$ cat config.mk
export PLATFORM = sky130hd
export DESIGN_NAME = pts_queue
export DESIGN_NICKNAME = d
export VERILOG_FILES = /design/src/rtl/pts_pkg.sv /design/src/rtl/pts_queue.sv
export SDC_FILE = /design/constraint.sdc
export NUM_CORES = 1
export LEC_CHECK = 0
export CAP_MARGIN = 40
export CORE_UTILIZATION = 40
export DETAILED_ROUTE_END_ITERATION = 6
export DONT_BUFFER_PORTS = 1
export SLEW_MARGIN = 20
export SYNTH_ARGS = -nofsm -noshare
export SYNTH_HDL_FRONTEND = slang
export SYNTH_SLANG_ARGS = --single-unit
$ cat constraint.sdc
create_clock -name clock -period 7.7 [get_ports clock]
set_input_delay 0 -clock clock [delete_from_list [all_inputs] [get_ports clock]]
set_output_delay 0 -clock clock [all_outputs]
set_load 0.02 [all_outputs]
$ cat src/rtl/pts_pkg.sv
`default_nettype none
package pts_pkg;

   localparam int MAX_THREADS = 64;
   localparam int LEVELS      = 3;
   localparam int TID_W       = 6;
   localparam int LVL_W       = 2;
   localparam int CNT_W       = $clog2(MAX_THREADS + 1);
   localparam int SLOT_DEPTH  = LEVELS * MAX_THREADS;
   localparam int SLOT_AW     = $clog2(SLOT_DEPTH);

   localparam logic [LVL_W-1:0] LOW = LVL_W'(2);

   localparam logic [2:0] MODE_CREATE  = 3'd0;
   localparam logic [2:0] MODE_YIELD   = 3'd1;
   localparam logic [2:0] MODE_SETPRIO = 3'd2;
   localparam logic [2:0] MODE_JOIN    = 3'd3;
   localparam logic [2:0] MODE_FINISH  = 3'd4;

   localparam logic [2:0] ST_OK        = 3'd0;
   localparam logic [2:0] ST_BAD_PRIO  = 3'd1;
   localparam logic [2:0] ST_NOT_RUN   = 3'd2;
   localparam logic [2:0] ST_NOT_LIVE  = 3'd3;
   localparam logic [2:0] ST_JOINED    = 3'd4;
   localparam logic [2:0] ST_EXHAUSTED = 3'd5;
   localparam logic [2:0] ST_NOTHING   = 3'd6;

   localparam logic [2:0] TS_UNUSED   = 3'd0;
   localparam logic [2:0] TS_READY    = 3'd1;
   localparam logic [2:0] TS_RUNNING  = 3'd2;
   localparam logic [2:0] TS_BLOCKED  = 3'd3;
   localparam logic [2:0] TS_FINISHED = 3'd4;

   typedef enum logic [2:0] {
      S_IDLE, S_EVAL, S_PUSH_A, S_PUSH_B, S_DISP_RD, S_DISP_WR, S_RESP
   } state_type;

   typedef struct packed {
      logic [2:0]       mode;
      logic [1:0]       prio;
      logic [TID_W-1:0] target_tid;
   } req_type;

   typedef struct packed {
      logic [2:0]       status;
      logic [TID_W-1:0] created_tid;
      logic [TID_W-1:0] running_tid;
      logic             idle;
   } rsp_type;

   typedef struct packed {
      logic [LVL_W-1:0] prio;
      logic [TID_W-1:0] tid;
   } wid_type;

   typedef struct packed {
      logic             rd_en;
      logic [TID_W-1:0] stat_ra;
      logic [TID_W-1:0] wid_ra;
      logic             stat_we;
      logic [TID_W-1:0] stat_wa;
      logic [2:0]       stat_wd;
      logic             wid_we;
      logic [TID_W-1:0] wid_wa;
      wid_type          wid_wd;
      logic [TID_W-1:0] wp_ra;
      logic             wp_clr;
   } tbl_ctrl_type;

   typedef struct packed {
      logic             push;
      logic             pop_rd;
      logic             pop;
      logic [LVL_W-1:0] lvl;
      logic [TID_W-1:0] tid;
   } q_ctrl_type;

endpackage
`default_nettype wire

$ cat src/rtl/pts_queue.sv
`default_nettype none
module pts_queue import pts_pkg::*; (
   input  wire logic        clock,
   input  wire logic        reset,
   input  wire q_ctrl_type  q_ctrl,
   output logic [LEVELS-1:0] nonempty,
   output logic [TID_W-1:0]  head_tid
);

   localparam logic [SLOT_AW-1:0] QSTRIDE = SLOT_AW'(MAX_THREADS);
   localparam logic [CNT_W:0]     WRAP    = (CNT_W+1)'(MAX_THREADS);

   logic [TID_W-1:0] slot_mem [SLOT_DEPTH];
   logic [TID_W-1:0] head_ff  [LEVELS];
   logic [CNT_W-1:0] count_ff [LEVELS];
   logic [TID_W-1:0] head_tid_ff;
   logic [CNT_W:0]   tail_sum;
   logic [TID_W-1:0] tail_pos;
   logic [SLOT_AW-1:0] base;
   logic [SLOT_AW-1:0] wr_addr;
   logic [SLOT_AW-1:0] rd_addr;
   logic             full;
   logic [TID_W-1:0] head_next;

   always_comb begin
      base     = SLOT_AW'(q_ctrl.lvl) * QSTRIDE;
      tail_sum = (CNT_W+1)'(head_ff[q_ctrl.lvl]) + (CNT_W+1)'(count_ff[q_ctrl.lvl]);
      if (tail_sum >= WRAP) tail_pos = TID_W'(tail_sum - WRAP);
      else                  tail_pos = TID_W'(tail_sum);
      wr_addr  = base + SLOT_AW'(tail_pos);
      rd_addr  = base + SLOT_AW'(head_ff[q_ctrl.lvl]);
      full     = (count_ff[q_ctrl.lvl] >= CNT_W'(MAX_THREADS));
      if ((CNT_W+1)'(head_ff[q_ctrl.lvl]) + 1'b1 >= WRAP) head_next = '0;
      else head_next = head_ff[q_ctrl.lvl] + 1'b1;
   end

   always_ff @(posedge clock) begin
      if (reset) begin
         for (int i = 0; i < LEVELS; i++) begin
            head_ff[i]  <= '0;
            count_ff[i] <= '0;
         end
      end else if (q_ctrl.push && !full) begin
         count_ff[q_ctrl.lvl] <= count_ff[q_ctrl.lvl] + 1'b1;
      end else if (q_ctrl.pop) begin
         head_ff[q_ctrl.lvl]  <= head_next;
         count_ff[q_ctrl.lvl] <= count_ff[q_ctrl.lvl] - 1'b1;
      end
   end

   always_ff @(posedge clock) begin
      if (q_ctrl.push && !full) slot_mem[wr_addr] <= q_ctrl.tid;
      if (q_ctrl.pop_rd)        head_tid_ff <= slot_mem[rd_addr];
   end

   always_comb begin
      for (int i = 0; i < LEVELS; i++) nonempty[i] = (count_ff[i] != '0);
   end

   assign head_tid = head_tid_ff;

endmodule
`default_nettype wire

==> flow_summary_export.csv <==
group,metric,value,unit
run_status,status,"complete, no violations",
floorplanning,rows,128,
logic_synthesis,synth_edf_count,1210,
logic_synthesis,synthArstFlopShare,0,%
setup_path,critPathLaunch,"head_ff[1][0]",
sta,hold_violations,0,
logic_synthesis,yosys_register_bits,1210,
cts,clockBufferDepth,3,
cts,cts_root_buf,"clkbuf_16",
setup_path,crit_required,8010,ps
floorplanning,ios,22,
setup_path,crit_arrival,5900,ps
global_routing,grtUsageTotal,22.04,%
pwr,switching_share,24.18,%
route,firstDrtPassIters,6,
min_path,min_from,"q_ctrl[6]",
global_routing,grt_pass1_vias,28690,
pwr,clockPowerShare,39.1,%
cts,ctsResizeCount,0,
min_path,hold_path.class,"input pin to flop",
sta,rsz0062_at_grt,"false",
place,port_buffers,0,
cts,post_cts_buffers,0,
setup_path,r2r_setup_slack,2110,ps
cells_and_area,syn2layout_area_growth,11.44,%
pwr,p_per_area,259.5,nW/um^2
pwr,leakagePower,17.49,nW
logic_synthesis,ys_seq_area_share,73.96,%
floorplanning,die_h,352.5,um
sta,skew,37.81,ps
cts,clock-sinks,1210,
route,drtIter0Drc,3925,
cts,ctsHoldBuffers,21,
logic_synthesis,synthCells,3326,
route,vias,29500,
sta,tightestPinTransition,1304,ps
global_routing,grt_overflow,0,
global_routing,antenna_found_initial,1,
route,viasPerCell,5.857,
logic_synthesis,synth_fp_nets,3348,
logic_synthesis,synth_compound_area_share,5.885,%
pwr,p_sw,0.003435,W
floorplanning,start_util,40.31,%
cts,cts_htree_levels,3,
setup_path,cpPeakStageDelay,720,ps
logic_synthesis,yosys_warnings,0,
logic_synthesis,syn-cell-area,49130,um^2
global_routing,grt_max_degree,193,
cts,clkLatencyLatePin,700,ps
pwr,combPwrFrac,9.3,%
sta,finalCriticalPeriod,5586,ps
floorplanning,core_area,121900,um^2
sta,maxSlewViolCount,0,
setup_path,crit_chain,"mux2i_1, mux2_4, clkinv_8, ha_1, a21o_1, a21oi_1, o21bai_1, a21oi_1, xnor2_1, nor2_1, nand2_1, nor2_1",
logic_synthesis,synth_xor_xnor_area_share,0.3209,%
sta,setup-tns-final,0,ps
flow_run,max-cap-violations,0,
cts,cts_buffers,117,
sta,max_freq,0.1790,GHz
pwr,p_seq_share,51.6,%
setup_path,critPathCaptureType,"flop",
setup_path,worstPathMaxFanout,128,
route,wire_per_inst,27.61,um
route,ant_nets,0,
place,dpl_cell_area,50680,um^2
logic_synthesis,avgSynthCellArea,14.77,um^2
logic_synthesis,synthDistinctLibCells,69,
logic_synthesis,synth_ff_type,"edfxtp_1",
cells_and_area,drive_gt1_share,9.736,%
route,drc,0,
logic_synthesis,muxShareOfSynthArea,6.219,%
logic_synthesis,synth_adder_area_share,0.2649,%
sta,slew_headroom,13.05,%
place,dp_hpwl,80790,um
sta,fin_ws,2114,ps
floorplanning,die_area,124200,um^2
cells_and_area,final_area,54750,um^2
pwr,max-vdd-ir-drop,0.0001988,V
global_routing,grt_pass1_wl,201600,um
logic_synthesis,synth_top_family_by_area,"simple AND/OR/NAND/NOR gates",
setup_path,crit_type,"flop to flop",
route,drt_wl_total,139100,um
cells_and_area,fin_nets,3336,
floorplanning,die_x,352.5,um
sta,fin_crit_sh,72.54,%
setup_path,startpoint_type,"flop",
pwr,internal_power,0.01077,W
cts,path_clk_slew,60,ps
sta,setup_viol,0,
setup_path,slowest_stage,"clkinv_8",
cts,tritoncts,"built",
setup_path,r2r_start,"head_ff[1][0]",
place,dp_slack,2127,ps
place,routabilityCongestion,0.8404,
logic_synthesis,synth-simple-area-share,11.03,%
==> Yosys cell counts (all sizes together) (6+ instances only) <==
master	number	area (um^2)
nand2	626	2350
xor2	8	70.07
clkbuf	83	311.6
a221oi	14	122.6
nand3	132	660.6
edfxtp	1210	36330
ha	8	100.1
o31ai	6	45.04
nand4	18	112.6
a211oi	81	608.1
a22oi	6	45.04
inv	24	92.60
nand2b	13	81.33
o21ai	24	120.1
a31oi	83	519.3
o22ai	20	125.1
nor4	18	112.6
nor3	12	60.06
a311oi	38	332.8
a21oi	71	355.3
mux2i	108	1081
xnor2	10	87.58
and3	40	250.2
o221ai	6	52.55
nor2	274	1028
nor2b	92	575.6
mux2	7	82.57
buf	121	736.9
a311o	9	90.09
or4	11	82.58
mux4	84	1892
a32oi	7	61.31
==> path summary, 6_finish.rpt <==
check                           cells after the start          endpoint
worst min register to register                      2    count_ff[3][0]
worst max register to register                     12  slot_mem[162][0]
worst max-delay path                               12  slot_mem[162][0]
worst min-delay path                                4    count_ff[3][4]
==> per-layer routing <==
metal	vias to the layer above	routed length (um)	global-route usage (%)
li1	12620	-	-
met1	15080	58000	31.21
met2	1562	63120	33.61
met4	2	4415	7.391
met5	-	15	0
met3	247	13530	4.957
==> sequential cells by signal, summed over array words and instances, names as in the netlist <==
name / cells
head_tid: 6
head_ff: 24
count_ff: 28
slot_mem: 1152
==> kinds of logic after synthesis <==
kind of cell	count (synthesis)
compound gates	412
xor+xnor	18
fa+ha+maj	10
buf+inv	228
flops	1210
mux	199
simple gates	1249
==> area by class of cell <==
class / instances / area [um^2]
tap: 1625 / 2033
fill: 10630 / 67130
clock buffer: 142 / 3064
clock inverter: 73 / 596.8
inverter: 24 / 117.6
antenna: 2 / 5.005
sequential: 1210 / 36330
timing repair buffer: 73 / 897.1
multi-input combinational: 1888 / 11700
==> stage by stage <==
stage                     std cells  power (W)  hold WS (ps)  util (%)
final                          5037    0.01421         76.18     44.92
after detailed placement       4794   0.008615         117.4     41.59
after floorplan                3326   0.008195         98.87         -
after global placement         4782   0.008600         117.3     41.42
after CTS                      5030    0.01423         36.98     44.85
after global routing           5035    0.01456         68.39     44.92
==> power by group through the flow <==
stage | logic, W | clock network (W) | registers (W)
2_1_floorplan | 0.000745 | 0 | 0.00745
3_3_place_gp | 0.00114 | 0 | 0.00746
3_5_place_dp | 0.00115 | 0 | 0.00746
4_1_cts | 0.00129 | 0.00561 | 0.00733
5_1_grt | 0.00139 | 0.00584 | 0.00733
6_report | 0.00132 | 0.00556 | 0.00733
==> critical path, delay by kind of cell (launching register included) <==
kind / cells / cell delay, ps
AO/OA/AOI/OAI: 4 / 820
multiplexers: 2 / 750
AND/OR/NAND/NOR: 3 / 1800
flip-flops: 1 / 360
buffers and inverters: 1 / 720
XOR/XNOR: 1 / 130
adder cells (fa/ha/maj): 1 / 510
==> placed cells by master, fill, tap and decap left out, drive strengths merged, types with 6 or more instances in the layout <==
cell / count
xnor2: 10
ha: 8
nor2: 274
dlygate4sd3: 15
nor4: 18
nand2b: 13
inv: 27
clkbuf: 142
o21ai: 24
a22oi: 6
a221oi: 14
nor2b: 92
mux2i: 108
o221ai: 6
mux2: 7
nand3: 132
nand2: 626
a311oi: 38
o22ai: 20
nor3: 12
a32oi: 7
or4: 11
edfxtp: 1210
a31oi: 83
o31ai: 6
mux4: 84
buf: 57
a211oi: 81
nand4: 18
a21oi: 71
clkinv: 55
clkinvlp: 6
and3: 40
bufinv: 9
xor2: 8
a311o: 9
(Power assumes the default switching activity.)
