===== src/rtl/pts_pkg.sv =====
`default_nettype none
package pts_pkg;

   localparam int MAX_THREADS = 64;
   localparam int LEVELS      = 3;
   localparam int TID_W       = 6;
   localparam int LVL_W       = 2;
   localparam int CNT_W       = $clog2(MAX_THREADS + 1);
   localparam int SLOT_DEPTH  = LEVELS * MAX_THREADS;
   localparam int SLOT_AW     = $clog2(SLOT_DEPTH);

   localparam logic [LVL_W-1:0] LOW = LVL_W'(2);

   localparam logic [2:0] MODE_CREATE  = 3'd0;
   localparam logic [2:0] MODE_YIELD   = 3'd1;
   localparam logic [2:0] MODE_SETPRIO = 3'd2;
   localparam logic [2:0] MODE_JOIN    = 3'd3;
   localparam logic [2:0] MODE_FINISH  = 3'd4;

   localparam logic [2:0] ST_OK        = 3'd0;
   localparam logic [2:0] ST_BAD_PRIO  = 3'd1;
   localparam logic [2:0] ST_NOT_RUN   = 3'd2;
   localparam logic [2:0] ST_NOT_LIVE  = 3'd3;
   localparam logic [2:0] ST_JOINED    = 3'd4;
   localparam logic [2:0] ST_EXHAUSTED = 3'd5;
   localparam logic [2:0] ST_NOTHING   = 3'd6;

   localparam logic [2:0] TS_UNUSED   = 3'd0;
   localparam logic [2:0] TS_READY    = 3'd1;
   localparam logic [2:0] TS_RUNNING  = 3'd2;
   localparam logic [2:0] TS_BLOCKED  = 3'd3;
   localparam logic [2:0] TS_FINISHED = 3'd4;

   typedef enum logic [2:0] {
      S_IDLE, S_EVAL, S_PUSH_A, S_PUSH_B, S_DISP_RD, S_DISP_WR, S_RESP
   } state_type;

   typedef struct packed {
      logic [2:0]       mode;
      logic [1:0]       prio;
      logic [TID_W-1:0] target_tid;
   } req_type;

   typedef struct packed {
      logic [2:0]       status;
      logic [TID_W-1:0] created_tid;
      logic [TID_W-1:0] running_tid;
      logic             idle;
   } rsp_type;

   typedef struct packed {
      logic [LVL_W-1:0] prio;
      logic [TID_W-1:0] tid;
   } wid_type;

   typedef struct packed {
      logic             rd_en;
      logic [TID_W-1:0] stat_ra;
      logic [TID_W-1:0] wid_ra;
      logic             stat_we;
      logic [TID_W-1:0] stat_wa;
      logic [2:0]       stat_wd;
      logic             wid_we;
      logic [TID_W-1:0] wid_wa;
      wid_type          wid_wd;
      logic [TID_W-1:0] wp_ra;
      logic             wp_clr;
   } tbl_ctrl_type;

   typedef struct packed {
      logic             push;
      logic             pop_rd;
      logic             pop;
      logic [LVL_W-1:0] lvl;
      logic [TID_W-1:0] tid;
   } q_ctrl_type;

endpackage
`default_nettype wire


===== src/rtl/pts_table.sv =====
`default_nettype none
module pts_table import pts_pkg::*; (
   input  wire logic         clock,
   input  wire logic         reset,
   input  wire tbl_ctrl_type tbl_ctrl,
   output logic [2:0]        stat_rd,
   output wid_type           wid_rd,
   output logic              wp_rd
);

   logic [2:0]             stat_mem [MAX_THREADS];
   wid_type                wid_mem  [MAX_THREADS];
   logic [MAX_THREADS-1:0] stat_vld_ff;
   logic [MAX_THREADS-1:0] waiter_ff;
   logic [2:0]             stat_raw_ff;
   logic                   vld_rd_ff;
   logic                   zero_rd_ff;
   wid_type                wid_rd_ff;

   // Entries never written read as unused, except thread 0 which runs at reset.
   always_ff @(posedge clock) begin
      if (reset) begin
         stat_vld_ff <= '0;
         waiter_ff   <= '0;
      end else begin
         if (tbl_ctrl.stat_we) stat_vld_ff[tbl_ctrl.stat_wa] <= 1'b1;
         if (tbl_ctrl.wid_we)  waiter_ff[tbl_ctrl.wid_wa]    <= 1'b1;
         if (tbl_ctrl.wp_clr)  waiter_ff[tbl_ctrl.wp_ra]     <= 1'b0;
      end
   end

   always_ff @(posedge clock) begin
      if (tbl_ctrl.stat_we) stat_mem[tbl_ctrl.stat_wa] <= tbl_ctrl.stat_wd;
      if (tbl_ctrl.rd_en) begin
         stat_raw_ff <= stat_mem[tbl_ctrl.stat_ra];
         vld_rd_ff   <= stat_vld_ff[tbl_ctrl.stat_ra];
         zero_rd_ff  <= (tbl_ctrl.stat_ra == '0);
      end
   end

   always_ff @(posedge clock) begin
      if (tbl_ctrl.wid_we) wid_mem[tbl_ctrl.wid_wa] <= tbl_ctrl.wid_wd;
      if (tbl_ctrl.rd_en)  wid_rd_ff <= wid_mem[tbl_ctrl.wid_ra];
   end

   always_comb begin
      if (vld_rd_ff)       stat_rd = stat_raw_ff;
      else if (zero_rd_ff) stat_rd = TS_RUNNING;
      else                 stat_rd = TS_UNUSED;
   end

   assign wid_rd = wid_rd_ff;
   assign wp_rd  = waiter_ff[tbl_ctrl.wp_ra];

endmodule
`default_nettype wire


===== config.mk =====
export PLATFORM = sky130hd
export DESIGN_NAME = pts_table
export DESIGN_NICKNAME = d
export VERILOG_FILES = /design/src/rtl/pts_pkg.sv /design/src/rtl/pts_table.sv
export SDC_FILE = /design/constraint.sdc
export NUM_CORES = 1
export LEC_CHECK = 0
export ABC_CLOCK_PERIOD_IN_PS = 2100
export BUFFER_PORTS_ARGS = -buffer_cell sky130_fd_sc_hd__buf_2
export CAP_MARGIN = 15
export CORE_MARGIN = 2
export CORE_UTILIZATION = 40
export CTS_CLUSTER_SIZE = 30
export DETAILED_ROUTE_END_ITERATION = 6
export MAX_ROUTING_LAYER = met4
export PLACE_DENSITY = 0.59
export SETUP_SLACK_MARGIN = 0.4
export SYNTH_ARGS = -nofsm -noshare
export SYNTH_HDL_FRONTEND = slang
export SYNTH_SLANG_ARGS = --single-unit
export TNS_END_PERCENT = 20

===== constraint.sdc =====
create_clock -name clock -period 2.1 [get_ports clock]
set_input_delay 0.21 -clock clock [delete_from_list [all_inputs] [get_ports clock]]
set_output_delay 0.21 -clock clock [all_outputs]
set_load 0.01 [all_outputs]

==> Implementation_results.wiki <==
{| class="wikitable"
! Metric !! Value
|-
| Result of the run || complete, but fails checks
|-
| Violations in the final reports || negative setup slack
|-
| Number of buffers created by CTS || 85
|-
| Setup Viol. Count Final || 1
|-
| Path class of the lowest-slack min-delay path || input port to flop
|-
| Util after Layout || 48.9%
|-
| Die Footprint || 85,500 um^2
|-
| Placed Area || 37,100 um^2
|-
| Commonest register cell after synthesis || sky130_fd_sc_hd__edfxtp_1
|-
| Average detailed-routed wire length per instance || 25.4 um
|-
| Standby leakage power || 0.0133 uW
|-
| Starting Density || 40.5%
|-
| Vias per cell || 5.62
|-
| Register-to-register setup slack || 0.03 ns
|-
| Post-detailed-routing wire length || 87,000 um
|-
| Boundary pin count || 59
|-
| Die boundary height || 292 um
|-
| Final design area excluding fillers || 40,200 um^2
|-
| Final max-slew violation count || 0
|-
| Number of failing hold endpoints at the final stage || 0
|-
| Global routing usage on met3 || 4.13%
|-
| Area of the core region || 82,200 um^2
|-
| Pin count of the biggest net entering global routing || 65
|-
| Yosys reg bits || 845
|-
| Measured slew at the worst slew-check pin || 0.806 ns
|-
| NumNets Final || 2,332
|-
| Sequential element share of the synthesized area || 72.4%
|-
| Cell with the most instances after synthesis || sky130_fd_sc_hd__edfxtp_1
|-
| Buffers on Ports || 58
|-
| Residual overflow from global routing || 0
|-
| Pre-CTS WS || -0.319 ns
|-
| Endpoint required time on the critical path || 1.89 ns
|-
| Post-DP HPWL || 59,100 um
|-
| Post-layout worst setup margin || -0.483 ns
|-
| Number of global-route vias before repair || 19.7k
|-
| Max IR drop VDD || 0.666 mV
|-
| Met1 Usage GRT || 27.9%
|-
| Fraction of final layout cells sized beyond drive strength 1 || 31.1%
|-
| Final Cycle Share || 123%
|-
| Category of the worst setup path launch point || flop
|-
| # H-tree levels || 3
|-
| CP Data Arrival Time || 2.37 ns
|-
| Async S/R FF share, synth || 0%
|-
| Placed insts || 3,267
|-
| Area growth syn-to-layout || 20.8%
|-
| Post-Syn Instances || 1,965
|-
| Total global-route track usage || 21.0%
|-
| Yosys Warn Count || 0
|-
| Number of max-cap violations || 0
|-
| Post-CTS Setup Bufs || 0
|-
| # clock sinks || 845
|-
| Clock edge transition at the registers on the reported setup and hold paths || 0.06 ns
|-
| Via count || 19.3k
|-
| Global routing met2 resource utilization || 32.5%
|-
| Clk_skew || 0.0320 ns
|-
| Root buf cell || sky130_fd_sc_hd__clkbuf_16
|-
| Nets in the synthesized netlist || 2,012
|-
| PnR Total Power || 35,400 uW
|-
| Top achievable clock speed || 0.387 GHz
|-
| Power density over the cells || 881 nW/um^2
|-
| TritonRoute pass-1 iters || 5
|-
| Post-synthesis instance area || 33,300 um^2
|-
| First-pass GRT wire length || 129,000 um
|-
| Final RePlAce weighted congestion || 0.885
|-
| Bufs on Longest Clock Path || 3
|-
| Skew-Pair Late Insertion Delay || 0.65 ns
|-
| Unrepaired setup endpoints after global routing || true
|-
| 1st-iter DRT viols || 1,842
|-
| Critical path type || flop to output port
|-
| Number of nets with antenna violations after routing || 0
|-
| Number of placement rows || 105
|-
| Number of synthesized flops with an enable pin || 717
|-
| Post-route DRC || 0
|-
| Worst slew margin || 46.1%
|-
| Synth top cells by count || 717 x sky130_fd_sc_hd__edfxtp_1, 356 x sky130_fd_sc_hd__nor2_1, 176 x sky130_fd_sc_hd__mux4_2
|-
| Post-synth top area share || 64.7%
|-
| Dominant cells by area after synthesis || sky130_fd_sc_hd__edfxtp_1 65%, sky130_fd_sc_hd__mux4_2 12%, sky130_fd_sc_hd__dfxtp_1 7.7%
|-
| Yosys cell types || 53
|-
| Final critical path time including I/O delays and setup || 2.58 ns
|-
| Highest-utilization routing layer at the global route stage || met2
|-
| Worst-path maximum fanout || 2
|-
| Avg Inst Size Synth || 16.9 um^2
|-
| Antenna violations before repair || 1
|-
| Width of the chip || 292 um
|-
| Clock tree from TritonCTS || yes
|-
| Capturing element type of the critical path || output port
|-
| Post-layout instance count excluding filler cells || 3,427
|-
| Library cell with the largest summed area after synthesis || sky130_fd_sc_hd__edfxtp_1
|}
path summary, 6_finish.rpt:
check        cells after the start                         start                            to
max                              7      waiter_ff[46]$_SDFF_PP0_                         wp_rd
max reg2reg                      6      wid_mem[19][1]$_DFFE_PP_           wid_rd[1]$_DFFE_PP_
min                              2                         reset  stat_vld_ff[47]$_SDFFE_PP0P_
min reg2reg                      2  stat_vld_ff[12]$_SDFFE_PP0P_  stat_vld_ff[12]$_SDFFE_PP0P_
critical path, stage by stage, from the launching register on:
cell	delay [ns]
sky130_fd_sc_hd__dfxtp_1	0.31
sky130_fd_sc_hd__mux4_2	0.49
sky130_fd_sc_hd__and3b_1	0.19
sky130_fd_sc_hd__a31oi_1	0.16
sky130_fd_sc_hd__nand4_1	0.12
sky130_fd_sc_hd__a211oi_2	0.15
sky130_fd_sc_hd__nand4_1	0.15
sky130_fd_sc_hd__buf_2	0.18
power breakdown:
part	internal (uW)	switching [uW]	leakage, uW
Sequential	18300	50.3	0.00749
Clock	8380	6470	0.00134
Combinational	915	1270	0.00445
Total	27600	7790	0.0133
repair_timing:
action,CTS,global route
pin swaps,25,33
endpoints found under the hold margin,2,0
setup endpoints to repair,14,14
gates resized for setup,61,16
hold buffers,1,0
metal layers:
layer  vias to the layer above  part of all wire [%]
met5                         -                     0
met4                         0                   3.1
met3                       171                   7.5
met2                       765                    47
met1                      9909                    42
li1                       8431                     -
sequential cells by signal, summed over array words and instances, names as in the netlist:
register and cells:
wid_mem 512, stat_mem 192, stat_vld_ff 64, waiter_ff 64
wid_rd 8, stat_raw_ff 3, vld_rd_ff 1, zero_rd_ff 1
layout make-up:
| cell class | instances | area [um^2] |
|---|---|---|
| tap | 1070 | 1340 |
| antenna | 1 | 2.50 |
| inverter | 4 | 15.0 |
| fill | 6890 | 42000 |
| sequential | 845 | 24100 |
| timing repair buffer | 348 | 2950 |
| clock inverter | 53 | 503 |
| multi-input combinational | 1001 | 9020 |
| clock buffer | 105 | 2260 |
cell families (layout without fill, tap and decap cells):
family / after synthesis / in the layout / synth area share [%]
simple gates: 540 / 540 / 7.17
other cells: 0 / 1 / 0
compound gates: 211 / 211 / 4.54
flops: 845 / 845 / 72.4
mux: 250 / 250 / 14.2
buf+inv: 119 / 510 / 1.62
metrics by stage:
step                      hold WS [ns]  TNS, ns
after floorplan                  0.309        0
after global placement           0.445    -3.16
after detailed placement         0.455    -3.04
after CTS                      0.00940   -0.519
after global routing            0.0419   -0.621
final                           0.0370   -0.483
layout by cell type (no fill, tap or decap), types with 6 or more instances in the layout:
cell                        count
sky130_fd_sc_hd__edfxtp_1     717
sky130_fd_sc_hd__nor2_1       353
sky130_fd_sc_hd__buf_4        254
sky130_fd_sc_hd__mux4_2       176
sky130_fd_sc_hd__dfxtp_1      127
sky130_fd_sc_hd__clkbuf_16     86
sky130_fd_sc_hd__a211oi_1      73
sky130_fd_sc_hd__buf_2         52
sky130_fd_sc_hd__mux2i_1       41
sky130_fd_sc_hd__nand2_1       37
sky130_fd_sc_hd__buf_12        36
sky130_fd_sc_hd__nand3_1       25
sky130_fd_sc_hd__nor2b_1       24
sky130_fd_sc_hd__o22ai_1       23
sky130_fd_sc_hd__nor3_1        23
sky130_fd_sc_hd__mux2_2        19
sky130_fd_sc_hd__clkinv_2      19
sky130_fd_sc_hd__o21ai_0       16
sky130_fd_sc_hd__a21oi_1       16
sky130_fd_sc_hd__nand3b_1      16
sky130_fd_sc_hd__clkinv_1      16
sky130_fd_sc_hd__clkbuf_1      15
sky130_fd_sc_hd__a22oi_1       11
sky130_fd_sc_hd__mux2_4        10
sky130_fd_sc_hd__nand2b_1       9
sky130_fd_sc_hd__o221ai_1       8
sky130_fd_sc_hd__nor3b_1        7
sky130_fd_sc_hd__or3_1          6
sky130_fd_sc_hd__nand4_1        6
sky130_fd_sc_hd__a31oi_1        6
Note: power is estimated with default switching activity, not from simulation.
